==> src/rtl/oaht_pkg.sv <==
// Package for the linear probing hash table: widths, codes, bus types and helpers.
// Used by the interfaces, every module of the table, and the checker.
package oaht_pkg;

    localparam int TABLE_SIZE_DEF = 16;
    localparam int KEY_BITS_DEF   = 31;

    localparam int MOD_W      = 5;
    localparam int MOD_MIN    = 2;
    localparam int MOD_LIMIT  = 31;
    localparam int MOD_RESET  = 13;
    localparam int KIND_W     = 2;
    localparam int STATUS_W   = 3;
    localparam int SLOT_W     = 4;
    localparam int DIGIT_BITS = 4;

    typedef enum logic [KIND_W-1:0] {
        KIND_INSERT = 2'd0,
        KIND_SEARCH = 2'd1,
        KIND_DELETE = 2'd2
    } kind_t;

    typedef enum logic [STATUS_W-1:0] {
        RES_INSERTED  = 3'd0,
        RES_PRESENT   = 3'd1,
        RES_FULL      = 3'd2,
        RES_FOUND     = 3'd3,
        RES_NOT_FOUND = 3'd4,
        RES_DELETED   = 3'd5,
        RES_DEL_MISS  = 3'd6
    } status_t;

    typedef enum logic [2:0] {
        S_IDLE,
        S_HASH,
        S_PROBE,
        S_RM_NEXT,
        S_RM_CHK,
        S_RM_HOME,
        S_RM_END,
        S_DONE
    } state_t;

    typedef struct packed {
        logic             rd_en;
        logic [MOD_W-1:0] rd_idx;
        logic             wr_en;
        logic [MOD_W-1:0] wr_idx;
        logic             wr_used;
    } mem_ctl_t;

    typedef struct packed {
        logic             done;
        logic [MOD_W-1:0] rem;
    } mod_rsp_t;

    function automatic logic [MOD_W-1:0] next_idx(input logic [MOD_W-1:0] idx,
                                                  input logic [MOD_W-1:0] modulus);
        logic [MOD_W-1:0] inc;
        inc = idx + 1'b1;
        return (inc == modulus) ? '0 : inc;
    endfunction

endpackage

==> src/rtl/oaht_if.sv <==
// Handshake channels of the hash table: request, response and modulus write.
// Depends on oaht_pkg for field widths.
interface oaht_req_if #(
    parameter int KEY_BITS = oaht_pkg::KEY_BITS_DEF
);
    logic                        valid;
    logic                        ready;
    logic [oaht_pkg::KIND_W-1:0] kind;
    logic [KEY_BITS-1:0]         key;

    modport source (output valid, output kind, output key, input ready);
    modport sink   (input valid, input kind, input key, output ready);
endinterface

interface oaht_rsp_if;
    logic                          valid;
    logic                          ready;
    logic [oaht_pkg::STATUS_W-1:0] status;
    logic [oaht_pkg::SLOT_W-1:0]   slot;

    modport source (output valid, output status, output slot, input ready);
    modport sink   (input valid, input status, input slot, output ready);
endinterface

interface oaht_cfg_if;
    logic                       valid;
    logic                       ready;
    logic [oaht_pkg::MOD_W-1:0] data;

    modport source (output valid, output data, input ready);
    modport sink   (input valid, input data, output ready);
endinterface

==> src/rtl/oaht_mod_unit.sv <==
// Shared remainder unit: key modulo a small modulus, DIGIT_BITS key bits per cycle.
// Depends on oaht_pkg.
module oaht_mod_unit #(
    parameter int KEY_BITS = oaht_pkg::KEY_BITS_DEF
) (
    input  logic                       clk,
    input  logic                       rst_n,
    input  logic                       start,
    input  logic [KEY_BITS-1:0]        value,
    input  logic [oaht_pkg::MOD_W-1:0] modulus,
    output oaht_pkg::mod_rsp_t         rsp
);

    localparam int MOD_STEPS = (KEY_BITS + oaht_pkg::DIGIT_BITS - 1) / oaht_pkg::DIGIT_BITS;
    localparam int PAD       = MOD_STEPS * oaht_pkg::DIGIT_BITS;
    localparam int CNT_W     = $clog2(MOD_STEPS + 1);

    logic [PAD-1:0]             shift_reg, shift_next;
    logic [oaht_pkg::MOD_W-1:0] rem_reg, rem_next;
    logic [CNT_W-1:0]           cnt_reg, cnt_next;
    logic                       busy_reg, busy_next;
    logic                       done_reg, done_next;
    logic [oaht_pkg::MOD_W:0]   acc;

    always_comb
    begin
        acc = {1'b0, rem_reg};
        for (int b = 0; b < oaht_pkg::DIGIT_BITS; b++)
        begin
            acc = {acc[oaht_pkg::MOD_W-1:0], shift_reg[PAD-1-b]};
            if (acc >= {1'b0, modulus})
            begin
                acc = acc - {1'b0, modulus};
            end
        end
    end

    always_comb
    begin
        shift_next = shift_reg;
        rem_next   = rem_reg;
        cnt_next   = cnt_reg;
        busy_next  = busy_reg;
        done_next  = 1'b0;
        if (start)
        begin
            shift_next = PAD'(value);
            rem_next   = '0;
            cnt_next   = '0;
            busy_next  = 1'b1;
        end
        else if (busy_reg)
        begin
            shift_next = shift_reg << oaht_pkg::DIGIT_BITS;
            rem_next   = acc[oaht_pkg::MOD_W-1:0];
            cnt_next   = cnt_reg + 1'b1;
            if (cnt_reg == CNT_W'(MOD_STEPS - 1))
            begin
                busy_next = 1'b0;
                done_next = 1'b1;
            end
        end
    end

    always_ff @(posedge clk or negedge rst_n)
    begin
        if (!rst_n)
        begin
            busy_reg <= 1'b0;
            done_reg <= 1'b0;
            cnt_reg  <= '0;
        end
        else
        begin
            busy_reg <= busy_next;
            done_reg <= done_next;
            cnt_reg  <= cnt_next;
        end
    end

    always_ff @(posedge clk)
    begin
        shift_reg <= shift_next;
        rem_reg   <= rem_next;
    end

    assign rsp.done = done_reg;
    assign rsp.rem  = rem_reg;

endmodule

==> src/rtl/oaht_store.sv <==
// Slot memory holding a used flag and a key per slot, with a clearing pass after reset.
// Depends on oaht_pkg.
module oaht_store #(
    parameter int TABLE_SIZE = oaht_pkg::TABLE_SIZE_DEF,
    parameter int KEY_BITS   = oaht_pkg::KEY_BITS_DEF
) (
    input  logic                clk,
    input  logic                rst_n,
    input  oaht_pkg::mem_ctl_t  ctl,
    input  logic [KEY_BITS-1:0] wr_key,
    output logic                rd_used,
    output logic [KEY_BITS-1:0] rd_key,
    output logic                clearing
);

    localparam int IW = $clog2(TABLE_SIZE);

    logic [KEY_BITS:0] mem [TABLE_SIZE];
    logic [KEY_BITS:0] rd_data_reg;
    logic [IW-1:0]     clr_addr_reg, clr_addr_next;
    logic              clearing_reg, clearing_next;

    always_comb
    begin
        clr_addr_next = clr_addr_reg;
        clearing_next = clearing_reg;
        if (clearing_reg)
        begin
            clr_addr_next = clr_addr_reg + 1'b1;
            if (clr_addr_reg == IW'(TABLE_SIZE - 1))
            begin
                clearing_next = 1'b0;
            end
        end
    end

    always_ff @(posedge clk or negedge rst_n)
    begin
        if (!rst_n)
        begin
            clr_addr_reg <= '0;
            clearing_reg <= 1'b1;
        end
        else
        begin
            clr_addr_reg <= clr_addr_next;
            clearing_reg <= clearing_next;
        end
    end

    always_ff @(posedge clk)
    begin
        if (clearing_reg)
        begin
            mem[clr_addr_reg] <= '0;
        end
        else if (ctl.wr_en)
        begin
            mem[IW'(ctl.wr_idx)] <= {ctl.wr_used, wr_key};
        end
        if (ctl.rd_en)
        begin
            rd_data_reg <= mem[IW'(ctl.rd_idx)];
        end
    end

    assign rd_used  = rd_data_reg[KEY_BITS];
    assign rd_key   = rd_data_reg[KEY_BITS-1:0];
    assign clearing = clearing_reg;

endmodule

==> src/rtl/oaht_ctrl.sv <==
// Sequencer for probe, insert and backward-shift delete, plus the response register.
// Depends on oaht_pkg and oaht_if; drives oaht_store and oaht_mod_unit.
module oaht_ctrl #(
    parameter int KEY_BITS = oaht_pkg::KEY_BITS_DEF
) (
    input  logic                       clk,
    input  logic                       rst_n,
    oaht_req_if.sink                   req,
    oaht_rsp_if.source                 rsp,
    input  logic [oaht_pkg::MOD_W-1:0] modulus,
    input  logic                       clearing,
    input  logic                       rd_used,
    input  logic [KEY_BITS-1:0]        rd_key,
    output oaht_pkg::mem_ctl_t         mem_ctl,
    output logic [KEY_BITS-1:0]        wr_key,
    output logic                       mod_start,
    output logic [KEY_BITS-1:0]        mod_value,
    input  oaht_pkg::mod_rsp_t         mod_rsp
);

    oaht_pkg::state_t            state_reg, state_next;
    logic [oaht_pkg::KIND_W-1:0] kind_reg, kind_next;
    logic [KEY_BITS-1:0]         key_reg, key_next;
    logic [oaht_pkg::MOD_W-1:0]  idx_reg, idx_next;
    logic [oaht_pkg::MOD_W-1:0]  n_reg, n_next;
    logic [oaht_pkg::MOD_W-1:0]  hole_reg, hole_next;
    logic [oaht_pkg::MOD_W-1:0]  j_reg, j_next;
    logic [oaht_pkg::MOD_W-1:0]  at_reg, at_next;
    oaht_pkg::status_t           res_status_reg, res_status_next;
    logic [oaht_pkg::SLOT_W-1:0] res_slot_reg, res_slot_next;
    logic                        out_valid_reg, out_valid_next;
    oaht_pkg::status_t           out_status_reg, out_status_next;
    logic [oaht_pkg::SLOT_W-1:0] out_slot_reg, out_slot_next;

    logic                       kind_ok;
    logic                       stays;
    logic [oaht_pkg::MOD_W-1:0] nxt_idx;
    logic [oaht_pkg::MOD_W-1:0] nxt_j;
    logic [oaht_pkg::MOD_W-1:0] home;

    always_comb
    begin
        kind_ok = (req.kind == oaht_pkg::KIND_INSERT) || (req.kind == oaht_pkg::KIND_SEARCH)
               || (req.kind == oaht_pkg::KIND_DELETE);
        nxt_idx = oaht_pkg::next_idx(idx_reg, modulus);
        nxt_j   = oaht_pkg::next_idx(j_reg, modulus);
        home    = mod_rsp.rem;
        if (hole_reg < j_reg)
        begin
            stays = (home > hole_reg) && (home <= j_reg);
        end
        else
        begin
            stays = (home > hole_reg) || (home <= j_reg);
        end

        state_next      = state_reg;
        kind_next       = kind_reg;
        key_next        = key_reg;
        idx_next        = idx_reg;
        n_next          = n_reg;
        hole_next       = hole_reg;
        j_next          = j_reg;
        at_next         = at_reg;
        res_status_next = res_status_reg;
        res_slot_next   = res_slot_reg;
        out_valid_next  = out_valid_reg && !rsp.ready;
        out_status_next = out_status_reg;
        out_slot_next   = out_slot_reg;
        mem_ctl         = '0;
        wr_key          = '0;
        mod_start       = 1'b0;
        mod_value       = rd_key;
        req.ready       = 1'b0;

        unique case (state_reg)
            oaht_pkg::S_IDLE:
            begin
                req.ready = !clearing;
                if (req.valid && !clearing)
                begin
                    kind_next = req.kind;
                    key_next  = req.key;
                    if (kind_ok)
                    begin
                        mod_start  = 1'b1;
                        mod_value  = req.key;
                        state_next = oaht_pkg::S_HASH;
                    end
                    else
                    begin
                        res_status_next = oaht_pkg::RES_NOT_FOUND;
                        res_slot_next   = '0;
                        state_next      = oaht_pkg::S_DONE;
                    end
                end
            end
            oaht_pkg::S_HASH:
            begin
                if (mod_rsp.done)
                begin
                    idx_next       = mod_rsp.rem;
                    n_next         = '0;
                    mem_ctl.rd_en  = 1'b1;
                    mem_ctl.rd_idx = mod_rsp.rem;
                    state_next     = oaht_pkg::S_PROBE;
                end
            end
            oaht_pkg::S_PROBE:
            begin
                if (!rd_used)
                begin
                    state_next    = oaht_pkg::S_DONE;
                    res_slot_next = '0;
                    unique case (kind_reg)
                        oaht_pkg::KIND_INSERT:
                        begin
                            mem_ctl.wr_en   = 1'b1;
                            mem_ctl.wr_idx  = idx_reg;
                            mem_ctl.wr_used = 1'b1;
                            wr_key          = key_reg;
                            res_status_next = oaht_pkg::RES_INSERTED;
                            res_slot_next   = oaht_pkg::SLOT_W'(idx_reg);
                        end
                        oaht_pkg::KIND_SEARCH: res_status_next = oaht_pkg::RES_NOT_FOUND;
                        default:               res_status_next = oaht_pkg::RES_DEL_MISS;
                    endcase
                end
                else if (rd_key == key_reg)
                begin
                    res_slot_next = oaht_pkg::SLOT_W'(idx_reg);
                    unique case (kind_reg)
                        oaht_pkg::KIND_INSERT:
                        begin
                            res_status_next = oaht_pkg::RES_PRESENT;
                            state_next      = oaht_pkg::S_DONE;
                        end
                        oaht_pkg::KIND_SEARCH:
                        begin
                            res_status_next = oaht_pkg::RES_FOUND;
                            state_next      = oaht_pkg::S_DONE;
                        end
                        default:
                        begin
                            at_next    = idx_reg;
                            hole_next  = idx_reg;
                            j_next     = idx_reg;
                            n_next     = oaht_pkg::MOD_W'(1);
                            state_next = oaht_pkg::S_RM_NEXT;
                        end
                    endcase
                end
                else if (n_reg + 1'b1 == modulus)
                begin
                    state_next    = oaht_pkg::S_DONE;
                    res_slot_next = '0;
                    unique case (kind_reg)
                        oaht_pkg::KIND_INSERT: res_status_next = oaht_pkg::RES_FULL;
                        oaht_pkg::KIND_SEARCH: res_status_next = oaht_pkg::RES_NOT_FOUND;
                        default:               res_status_next = oaht_pkg::RES_DEL_MISS;
                    endcase
                end
                else
                begin
                    idx_next       = nxt_idx;
                    n_next         = n_reg + 1'b1;
                    mem_ctl.rd_en  = 1'b1;
                    mem_ctl.rd_idx = nxt_idx;
                end
            end
            oaht_pkg::S_RM_NEXT:
            begin
                if (n_reg == modulus)
                begin
                    state_next = oaht_pkg::S_RM_END;
                end
                else
                begin
                    j_next         = nxt_j;
                    mem_ctl.rd_en  = 1'b1;
                    mem_ctl.rd_idx = nxt_j;
                    state_next     = oaht_pkg::S_RM_CHK;
                end
            end
            oaht_pkg::S_RM_CHK:
            begin
                if (!rd_used)
                begin
                    state_next = oaht_pkg::S_RM_END;
                end
                else
                begin
                    mod_start  = 1'b1;
                    state_next = oaht_pkg::S_RM_HOME;
                end
            end
            oaht_pkg::S_RM_HOME:
            begin
                if (mod_rsp.done)
                begin
                    if (!stays)
                    begin
                        mem_ctl.wr_en   = 1'b1;
                        mem_ctl.wr_idx  = hole_reg;
                        mem_ctl.wr_used = 1'b1;
                        wr_key          = rd_key;
                        hole_next       = j_reg;
                    end
                    n_next     = n_reg + 1'b1;
                    state_next = oaht_pkg::S_RM_NEXT;
                end
            end
            oaht_pkg::S_RM_END:
            begin
                mem_ctl.wr_en   = 1'b1;
                mem_ctl.wr_idx  = hole_reg;
                mem_ctl.wr_used = 1'b0;
                res_status_next = oaht_pkg::RES_DELETED;
                res_slot_next   = oaht_pkg::SLOT_W'(at_reg);
                state_next      = oaht_pkg::S_DONE;
            end
            oaht_pkg::S_DONE:
            begin
                if (!out_valid_reg || rsp.ready)
                begin
                    out_valid_next  = 1'b1;
                    out_status_next = res_status_reg;
                    out_slot_next   = res_slot_reg;
                    state_next      = oaht_pkg::S_IDLE;
                end
            end
            default:
            begin
                state_next = oaht_pkg::S_IDLE;
            end
        endcase
    end

    always_ff @(posedge clk or negedge rst_n)
    begin
        if (!rst_n)
        begin
            state_reg     <= oaht_pkg::S_IDLE;
            out_valid_reg <= 1'b0;
        end
        else
        begin
            state_reg     <= state_next;
            out_valid_reg <= out_valid_next;
        end
    end

    always_ff @(posedge clk)
    begin
        kind_reg       <= kind_next;
        key_reg        <= key_next;
        idx_reg        <= idx_next;
        n_reg          <= n_next;
        hole_reg       <= hole_next;
        j_reg          <= j_next;
        at_reg         <= at_next;
        res_status_reg <= res_status_next;
        res_slot_reg   <= res_slot_next;
        out_status_reg <= out_status_next;
        out_slot_reg   <= out_slot_next;
    end

    assign rsp.valid  = out_valid_reg;
    assign rsp.status = out_status_reg;
    assign rsp.slot   = out_slot_reg;

endmodule

==> src/rtl/open_addressing_hash_table_core.sv <==
// Top level of the linear probing hash table: modulus register and unit wiring.
// Depends on oaht_pkg, oaht_if, oaht_mod_unit, oaht_store and oaht_ctrl.
//
//   port  dir  fields           word
//   req   in   kind, key        one insert, search or delete
//   rsp   out  status, slot     one result per request
//   cfg   in   data             table modulus, 5 bits
//
// A request computes its home slot in the remainder unit, then probes one slot at a time
// (at most the modulus); a delete then runs the remainder unit again for each occupied entry
// the shift examines before it closes the hole. The shared unit takes 4 key bits per cycle.
// After reset a clearing pass over every slot runs with req.ready low.
// One request is in work at a time; a pending response holds in its register while
// the next request is taken, and a finished result waits there for rsp.ready.
module open_addressing_hash_table_core #(
    parameter int TABLE_SIZE = oaht_pkg::TABLE_SIZE_DEF,
    parameter int KEY_BITS   = oaht_pkg::KEY_BITS_DEF
) (
    input  logic       clk,
    input  logic       rst_n,
    oaht_req_if.sink   req,
    oaht_rsp_if.source rsp,
    oaht_cfg_if.sink   cfg
);

    localparam logic [oaht_pkg::MOD_W-1:0] MAX_MOD =
        oaht_pkg::MOD_W'((TABLE_SIZE < oaht_pkg::MOD_LIMIT) ? TABLE_SIZE : oaht_pkg::MOD_LIMIT);
    localparam logic [oaht_pkg::MOD_W-1:0] MIN_MOD = oaht_pkg::MOD_W'(oaht_pkg::MOD_MIN);

    logic [oaht_pkg::MOD_W-1:0] table_modulus_reg, table_modulus_next;
    logic [oaht_pkg::MOD_W-1:0] eff_mod;
    oaht_pkg::mem_ctl_t         mem_ctl;
    oaht_pkg::mod_rsp_t         mod_rsp;
    logic [KEY_BITS-1:0]        wr_key;
    logic [KEY_BITS-1:0]        rd_key;
    logic                       rd_used;
    logic                       clearing;
    logic                       mod_start;
    logic [KEY_BITS-1:0]        mod_value;

    assign cfg.ready = 1'b1;

    always_comb
    begin
        table_modulus_next = cfg.valid ? cfg.data : table_modulus_reg;
        priority if (table_modulus_reg < MIN_MOD)
        begin
            eff_mod = MIN_MOD;
        end
        else if (table_modulus_reg > MAX_MOD)
        begin
            eff_mod = MAX_MOD;
        end
        else
        begin
            eff_mod = table_modulus_reg;
        end
    end

    always_ff @(posedge clk or negedge rst_n)
    begin
        if (!rst_n)
        begin
            table_modulus_reg <= oaht_pkg::MOD_W'(oaht_pkg::MOD_RESET);
        end
        else
        begin
            table_modulus_reg <= table_modulus_next;
        end
    end

    oaht_mod_unit #(
        .KEY_BITS (KEY_BITS)
    ) u_mod (
        .clk     (clk),
        .rst_n   (rst_n),
        .start   (mod_start),
        .value   (mod_value),
        .modulus (eff_mod),
        .rsp     (mod_rsp)
    );

    oaht_store #(
        .TABLE_SIZE (TABLE_SIZE),
        .KEY_BITS   (KEY_BITS)
    ) u_store (
        .clk      (clk),
        .rst_n    (rst_n),
        .ctl      (mem_ctl),
        .wr_key   (wr_key),
        .rd_used  (rd_used),
        .rd_key   (rd_key),
        .clearing (clearing)
    );

    oaht_ctrl #(
        .KEY_BITS (KEY_BITS)
    ) u_ctrl (
        .clk       (clk),
        .rst_n     (rst_n),
        .req       (req),
        .rsp       (rsp),
        .modulus   (eff_mod),
        .clearing  (clearing),
        .rd_used   (rd_used),
        .rd_key    (rd_key),
        .mem_ctl   (mem_ctl),
        .wr_key    (wr_key),
        .mod_start (mod_start),
        .mod_value (mod_value),
        .mod_rsp   (mod_rsp)
    );

endmodule

==> src/flat_wrapper.sv <==
// flat-port wrapper written by rule: the top's interface ports become plain ports
module open_addressing_hash_table_core_flat 
#(
    parameter int TABLE_SIZE = oaht_pkg::TABLE_SIZE_DEF,
    parameter int KEY_BITS   = oaht_pkg::KEY_BITS_DEF
)
  (clk, rst_n, req_valid, req_kind, req_key, req_ready, rsp_valid, rsp_status, rsp_slot, rsp_ready, cfg_valid, cfg_data, cfg_ready);
  oaht_req_if #(.KEY_BITS(KEY_BITS)) req_i ();
  oaht_rsp_if rsp_i ();
  oaht_cfg_if cfg_i ();
  input  logic clk;
  input  logic rst_n;
  input wire logic [$bits(req_i.valid)-1:0] req_valid;
  input wire logic [$bits(req_i.kind)-1:0] req_kind;
  input wire logic [$bits(req_i.key)-1:0] req_key;
  output wire logic [$bits(req_i.ready)-1:0] req_ready;
  output wire logic [$bits(rsp_i.valid)-1:0] rsp_valid;
  output wire logic [$bits(rsp_i.status)-1:0] rsp_status;
  output wire logic [$bits(rsp_i.slot)-1:0] rsp_slot;
  input wire logic [$bits(rsp_i.ready)-1:0] rsp_ready;
  input wire logic [$bits(cfg_i.valid)-1:0] cfg_valid;
  input wire logic [$bits(cfg_i.data)-1:0] cfg_data;
  output wire logic [$bits(cfg_i.ready)-1:0] cfg_ready;
  assign req_i.valid = req_valid;
  assign req_i.kind = req_kind;
  assign req_i.key = req_key;
  assign req_ready = req_i.ready;
  assign rsp_valid = rsp_i.valid;
  assign rsp_status = rsp_i.status;
  assign rsp_slot = rsp_i.slot;
  assign rsp_i.ready = rsp_ready;
  assign cfg_i.valid = cfg_valid;
  assign cfg_i.data = cfg_data;
  assign cfg_ready = cfg_i.ready;
  open_addressing_hash_table_core #(.TABLE_SIZE(TABLE_SIZE), .KEY_BITS(KEY_BITS)) u_core (.clk(clk), .rst_n(rst_n), .req(req_i), .rsp(rsp_i), .cfg(cfg_i));
endmodule
==> config.mk <==
export PLATFORM = sky130hd
export DESIGN_NAME = open_addressing_hash_table_core_flat
export DESIGN_NICKNAME = d
export VERILOG_FILES = /design/src/rtl/oaht_pkg.sv /design/src/rtl/oaht_if.sv /design/src/rtl/oaht_mod_unit.sv /design/src/rtl/oaht_store.sv /design/src/rtl/oaht_ctrl.sv /design/src/rtl/open_addressing_hash_table_core.sv /design/src/flat_wrapper.sv
export SDC_FILE = /design/constraint.sdc
export NUM_CORES = 1
export LEC_CHECK = 0
export BUFFER_PORTS_ARGS = -buffer_cell sky130_fd_sc_hd__buf_2
export CAP_MARGIN = 20
export CORE_MARGIN = 8
export CORE_UTILIZATION = 62
export CTS_BUF_LIST = sky130_fd_sc_hd__clkbuf_2 sky130_fd_sc_hd__clkbuf_4 sky130_fd_sc_hd__clkbuf_8
export DETAILED_ROUTE_END_ITERATION = 10
export HOLD_SLACK_MARGIN = 0.06
export MAX_ROUTING_LAYER = met4
export PLACE_DENSITY = 0.89
export SETUP_SLACK_MARGIN = 0.1
export SLEW_MARGIN = 25
export SYNTH_ARGS = -nofsm -noshare
export SYNTH_HDL_FRONTEND = slang
export SYNTH_SLANG_ARGS = --single-unit
==> constraint.sdc <==
create_clock -name clk -period 14.4 [get_ports clk]
set_clock_uncertainty 0.1 [all_clocks]
set_input_delay 2.88 -clock clk [delete_from_list [all_inputs] [get_ports clk]]
set_output_delay 2.88 -clock clk [all_outputs]
set_load 0.05 [all_outputs]
; After elaboration in Yosys (flattened, before gate mapping)
; Memories as Yosys holds them, arrays and structs flattened. A register that Yosys moved wholly into a read port is not among the register bits.
; Index checks and enable logic that the tools add are counted.
; Widths: inputs -> output; s select.
[op_classes]
addsub = 9
magnitude_cmp = 9
eq_ne = 33
n_mux = 103
bitwise_logic = 1
n_reduce_logical = 31
[op_table]
columns = op, n
row1 = $mux 31, 9
row2 = $mux 5, 24
row3 = $pmux 31 s2, 1
row4 = $mux 3, 14
row5 = $mux 4, 9
row6 = $mux 32, 1
row7 = $reduce_or 32->1, 1
row8 = $eq 31x31->1, 1
row9 = $mux 6, 5
row10 = $pmux 5 s2, 3
row11 = $mux 7, 4
row12 = $ge 6x5->1, 4
row13 = $pmux 3 s8, 1
row14 = $mux 1, 21
row15 = $pmux 7 s3, 1
row16 = $eq 5x5->1, 4
row17 = $reduce_and 5->1, 4
row18 = $sub 5x5->5, 4
row19 = $ne 2x2->1 const B, 9
row20 = $pmux 3 s2, 3
row21 = $pmux 6 s3, 1
row22 = $add 5x1->5 const B, 3
row23 = $pmux 5 s3, 1
row24 = $eq 3x3->1 const B, 4
row25 = 32 further kinds, 54
[totals]
ff_bits = 128
ram_bits = 512
in_bits = 43
output_inout_bits = 10
word_cells = 209
memories = 1
[memory_table]
columns = memory, depth, width, read_ports, rd_ports_with_merged_regs, wr, line
row1 = u_core.u_store.mem, 16, 32, 1, 1, 1, oaht_store.sv:18  ; logic [KEY_BITS:0] mem [TABLE_SIZE];

; Depth between registers and ports, before layout
[depth]
ltp_word = 11
ltp_mapped = 37
ltp_nobuf = 35

; Modules after synthesis
; From an unflattened synthesis, not the netlist that was laid out.
[hier_totals]
hier_cells = 1590
hier_area_um2 = 28668.7
[by_module_without_submodules]
columns = mod, instances, cells_each, area_per_inst_um2, seq_area_each_um2
row1 = oaht_store, 1, 905, 20666.1, 16462.0
row2 = oaht_ctrl, 1, 435, 4972.3, 2232.1
row3 = oaht_mod_unit, 1, 231, 2791.4, 1201.2
row4 = open_addressing_hash_table_core, 1, 19, 239.0, 128.9

; Least setup slack after synthesis
; Ideal clock, no wire load.
[synth_timing]
kind = input to register
start = in req_valid
end = reg u_core.u_mod.shift_reg[0] (enable)
setup_time_ns = 0.393
arrival_time_ns = 8.230
required_time_ns = 13.907
setup_slack_ns = 5.677
stages = 7
path_buffers = 2
path_cell_list = nand2_1 > nor4_1 > nand2_1 > and2_1 > clkbuf_1 > clkbuf_1 > nand2b_1
[synth_via]
elab_chain_cells = 4
[synth_rtl]
columns = item, line
row1 = from (decl), flat_wrapper.sv:13  ; input wire logic [$bits(req_i.valid)-1:0] req_valid;
row2 = $logic_and 1x1->1, oaht_ctrl.sv:80  ; if (req.valid && !clearing)
row3 = $mux 1, oaht_ctrl.sv:80
row4 = $pmux 1 s2, oaht_ctrl.sv:76  ; unique case (state_reg)
row5 = $reduce_bool 2->1 (no line), --
row6 = to (signal assigned), oaht_mod_unit.sv:83  ; shift_reg <= shift_next;
row7 = to (decl), oaht_mod_unit.sv:18  ; logic [PAD-1:0] shift_reg, shift_next;
; No other way between the ends.
; A chain may end at the register's enable or synchronous reset.

; Final worst setup path
[layout_timing]
start = reg u_core.table_modulus_reg[4] (netlist name)
end = reg u_core.u_mod.rem_reg[3] (netlist name)
[layout_via]
elab_chain_cells = 11
elab_cells_between_ends = 16
cone_classes = add/sub: 4 / order compare: 6 / mux: 6
[layout_rtl]
columns = item, line
row1 = from (decl), open_addressing_hash_table_core.sv:30  ; logic [oaht_pkg::MOD_W-1:0] table_modulus_reg, table_modulus_next;
row2 = from (signal assigned), open_addressing_hash_table_core.sv:64  ; table_modulus_reg <= oaht_pkg::MOD_W'(oaht_pkg::MOD_RESET);
row3 = from (signal assigned), open_addressing_hash_table_core.sv:68  ; table_modulus_reg <= table_modulus_next;
row4 = $gt 5x5->1, open_addressing_hash_table_core.sv:50  ; else if (table_modulus_reg > MAX_MOD)
row5 = $mux 5, open_addressing_hash_table_core.sv:50
row6 = $mux 5 *, open_addressing_hash_table_core.sv:46  ; priority if (table_modulus_reg < MIN_MOD)
row7 = $sub 5x5->5 / $ge 6x5->1 (equally long branches), "oaht_mod_unit.sv:33, oaht_mod_unit.sv:31"
row8 = $mux 5, oaht_mod_unit.sv:31  ; if (acc >= {1'b0, modulus})
row9 = $sub 5x5->5 / $ge 6x5->1 (equally long branches), "oaht_mod_unit.sv:33, oaht_mod_unit.sv:31"
row10 = $mux 5, oaht_mod_unit.sv:31
row11 = $sub 5x5->5 / $ge 6x5->1 (equally long branches), "oaht_mod_unit.sv:33, oaht_mod_unit.sv:31"
row12 = $mux 5, oaht_mod_unit.sv:31
row13 = $sub 5x5->5 / $ge 6x5->1 (equally long branches), "oaht_mod_unit.sv:33, oaht_mod_unit.sv:31"
row14 = $mux 5 *, oaht_mod_unit.sv:31
row15 = to (signal assigned), oaht_mod_unit.sv:84  ; rem_reg <= rem_next;
row16 = to (decl), oaht_mod_unit.sv:19  ; logic [oaht_pkg::MOD_W-1:0] rem_reg, rem_next;
; Every way passes the cells marked *; elsewhere a longest branch is shown, timed or not.

==> metrics.cfg <==
[synthesis]
synthesis.area_sq_um = 29000
yosys.cell_count.top_type = edfxtp_1
yosys.area.top_type = edfxtp_1
synth_nets = 1991
synth.top_cell.area_share_pct = 66.8
synth-seq-cells = 672
syn_inst = 1905
synth_edf_count = 646
synth-seq-area-share_pct = 69.0
avgSynthCellArea_sq_um = 15.2
ys_warn_count = 0
synthTopCellsByCount = edfxtp_1 (646), nand2_1 (212), mux2i_1 (168)
synth_flop_cell = edfxtp_1
yosys-top-cells-area = edfxtp_1 (67%), mux2i_1 (5.8%), mux2_2 (2.9%)
async_flop_share_pct = 2.98
synth_cell_types = 78

[timing]
setup_viol = 0
hold_viol_final = 0
period_share_pct = 56.1
setup_slack_ns = 6.32
fin_crit_ns = 8.08
max_slew.worst_pin.slew_ns = 1.08
setup_tns_ns = 0
slew_headroom_pct = 28.1
grt_setup_unrepaired = false
slew_violations = 0
fmaxAchievable_mhz = 124

[critical_path]
cp_data_required_time_ns = 14.88
critPathMaxStageDelay_ns = 0.52
path_depth = 32
r2r_cells = 32
crit_fanout = 11
slowest_stage = o311a_1
arrival_ns = 8.56
crit_family = compound AO/OA/AOI/OAI gates
start_kind = flip-flop
worst-setup-path-type = flip-flop to flip-flop
path_buf_inv = 3
rrSetupSlack_ns = 6.32
worst_setup_path_end_kind = flip-flop

[floorplanning]
fp-row-count = 79
die_h_um = 232
initial_core_util_pct = 62.6
pin_count = 53
dieArea_sq_um = 54000
dieWidth_um = 232
coreArea_sq_um = 46400

[grt]
grt_overflow_total = 0
grt_pass1_wl_um = 108000
grt_use_total_pct = 27.5
antenna_found_initial = 2
grt_max_degree = 68
grt_pass1_vias = 18249

[placement]
hpwl_um = 38600
dp_cells = 2489
placed_area_sq_um = 29900
place.gp.congestion = 0.909
dpl_worst_slack_ns = 6.41
io_buffers = 51

[clocking]
cts_resized = 0
clkSinkCount = 672
post-cts-setup-buffer-count = 0
numCtsBuffers = 98
hold_buffers = 0
cts.reportedPaths.clkPinSlew_ns = 0.06
cts-htree-levels = 3
cts_tree = built
cts-root-buf = clkbuf_8
clockBufferDepth = 3
clock_latency_ns = 0.71

[min_path]
timing.hold.worst.class = flip-flop to flip-flop
hold_depth = 0

[routing]
drt_iter0_drc = 2290
wirelength_um = 72800
vias_per_cell = 6.74
drc = 0
antenna_left = 0
dr.pass1.iters = 6
wl_per_cell_um = 27.3
vias = 17989

[flow_run]
cap_viol_max_count = 0

[cells_and_area]
fill_cells = 2831
area_growth_pct = 9.70
largest_reg_flops = 512
final_layout_size_suffix_gt1_share_pct = 19.4
fin_area_sq_um = 31800
num-nets-final = 2068
fin_cells = 2670
final_util_pct = 68.7

[power]
p_leak_nw = 10.2
ir_drop_v = 0.000229
power.density_nw_per_um2 = 203

[run_status]
status = finished clean

[layout make-up]
| cell class | count | area (sq um) | share of cell area (%) |
|---|---|---|---|
| Multi-Input combinational cell | 1090 | 8470 | 26.6 |
| Inverter | 36 | 135 | 0.424 |
| Clock buffer | 145 | 1730 | 5.42 |
| Antenna cell | 3 | 7.51 | 0.0236 |
| Sequential cell | 672 | 20000 | 62.9 |
| Timing Repair Buffer | 84 | 523 | 1.64 |
| Tap cell | 607 | 759 | 2.39 |
| Clock inverter | 33 | 193 | 0.605 |
[routing by layer]
layer	track usage, %	share of wire [%]
met5	-	0
met4	14.0	5.1
met3	6.44	12
met2	42.3	47
met1	34.0	36
[cells in the final DEF (no fill, tap or decap), drive strengths merged, types with 9 or more instances in the layout]
cell    netlist  layout
nor3          9       9
nor4         42      42
inv          36      38
nand3        14      14
nor2         69      69
nand3b       12      12
clkbuf       67     145
o21ai        54      54
xnor2        33      33
edfxtp      646     646
mux2i       168     168
nor3b        14      14
a32o         65      65
ha           39      39
a21o          9       9
a22o         32      32
a22oi        33      33
xor2         37      37
nand2       212     212
o31ai        12      12
o22ai        33      33
mux2         75      75
buf          40      84
dfrtp        16      16
a21oi        22      22
clkinv        0      28
[metrics by stage]
stage / hold WS (ns) / total power, mW
5_1_grt: 0.319 / 6.77
2_1_floorplan: 0.300 / 4.37
6_report: 0.320 / 6.47
4_1_cts: 0.321 / 6.44
3_5_place_dp: 0.306 / 4.94
3_3_place_gp: 0.302 / 4.83
[power by group]
part | internal (mW) | switching (mW)
sequential | 2.43 | 0.182
clock | 0.773 | 0.727
combinational | 0.973 | 1.39
[worst register-to-register path: cells and delay by family (launching register included)]
family / cells / cell delay [ns]
flops: 1 / 0.47
compound gates: 15 / 3.35
fa+ha+maj: 5 / 1.56
buf+inv: 3 / 0.35
simple gates: 5 / 0.76
mux: 4 / 1.38
[cells by family (layout without fill, tap and decap cells)]
group	after synthesis	after routing	synth area share [%]
flops	672	672	69.0
simple gates	427	427	7.52
compound gates	301	301	8.01
mux	243	243	8.70
buf+inv	143	298	2.31
xor+xnor	74	74	2.45
fa+ha+maj	44	44	1.99
other cells	1	4	0.0129
[path summary, 6_finish.rpt]
kind | startpoint | endpoint
worst max-delay path | u_core.table_modulus_reg[4] | u_core.u_mod.rem_reg[3]
worst min-delay path | u_core.u_ctrl.res_slot_reg[3] | u_core.u_ctrl.rsp.slot[3]
worst max register to register | u_core.table_modulus_reg[4] | u_core.u_mod.rem_reg[3]
worst min register to register | u_core.u_ctrl.res_slot_reg[3] | u_core.u_ctrl.rsp.slot[3]
max in group asynchronous | rst_n | u_core.table_modulus_reg[2]
min in group asynchronous | rst_n | u_core.u_ctrl.state_reg[0]
No activity file was read; power rests on OpenSTA's default activity.
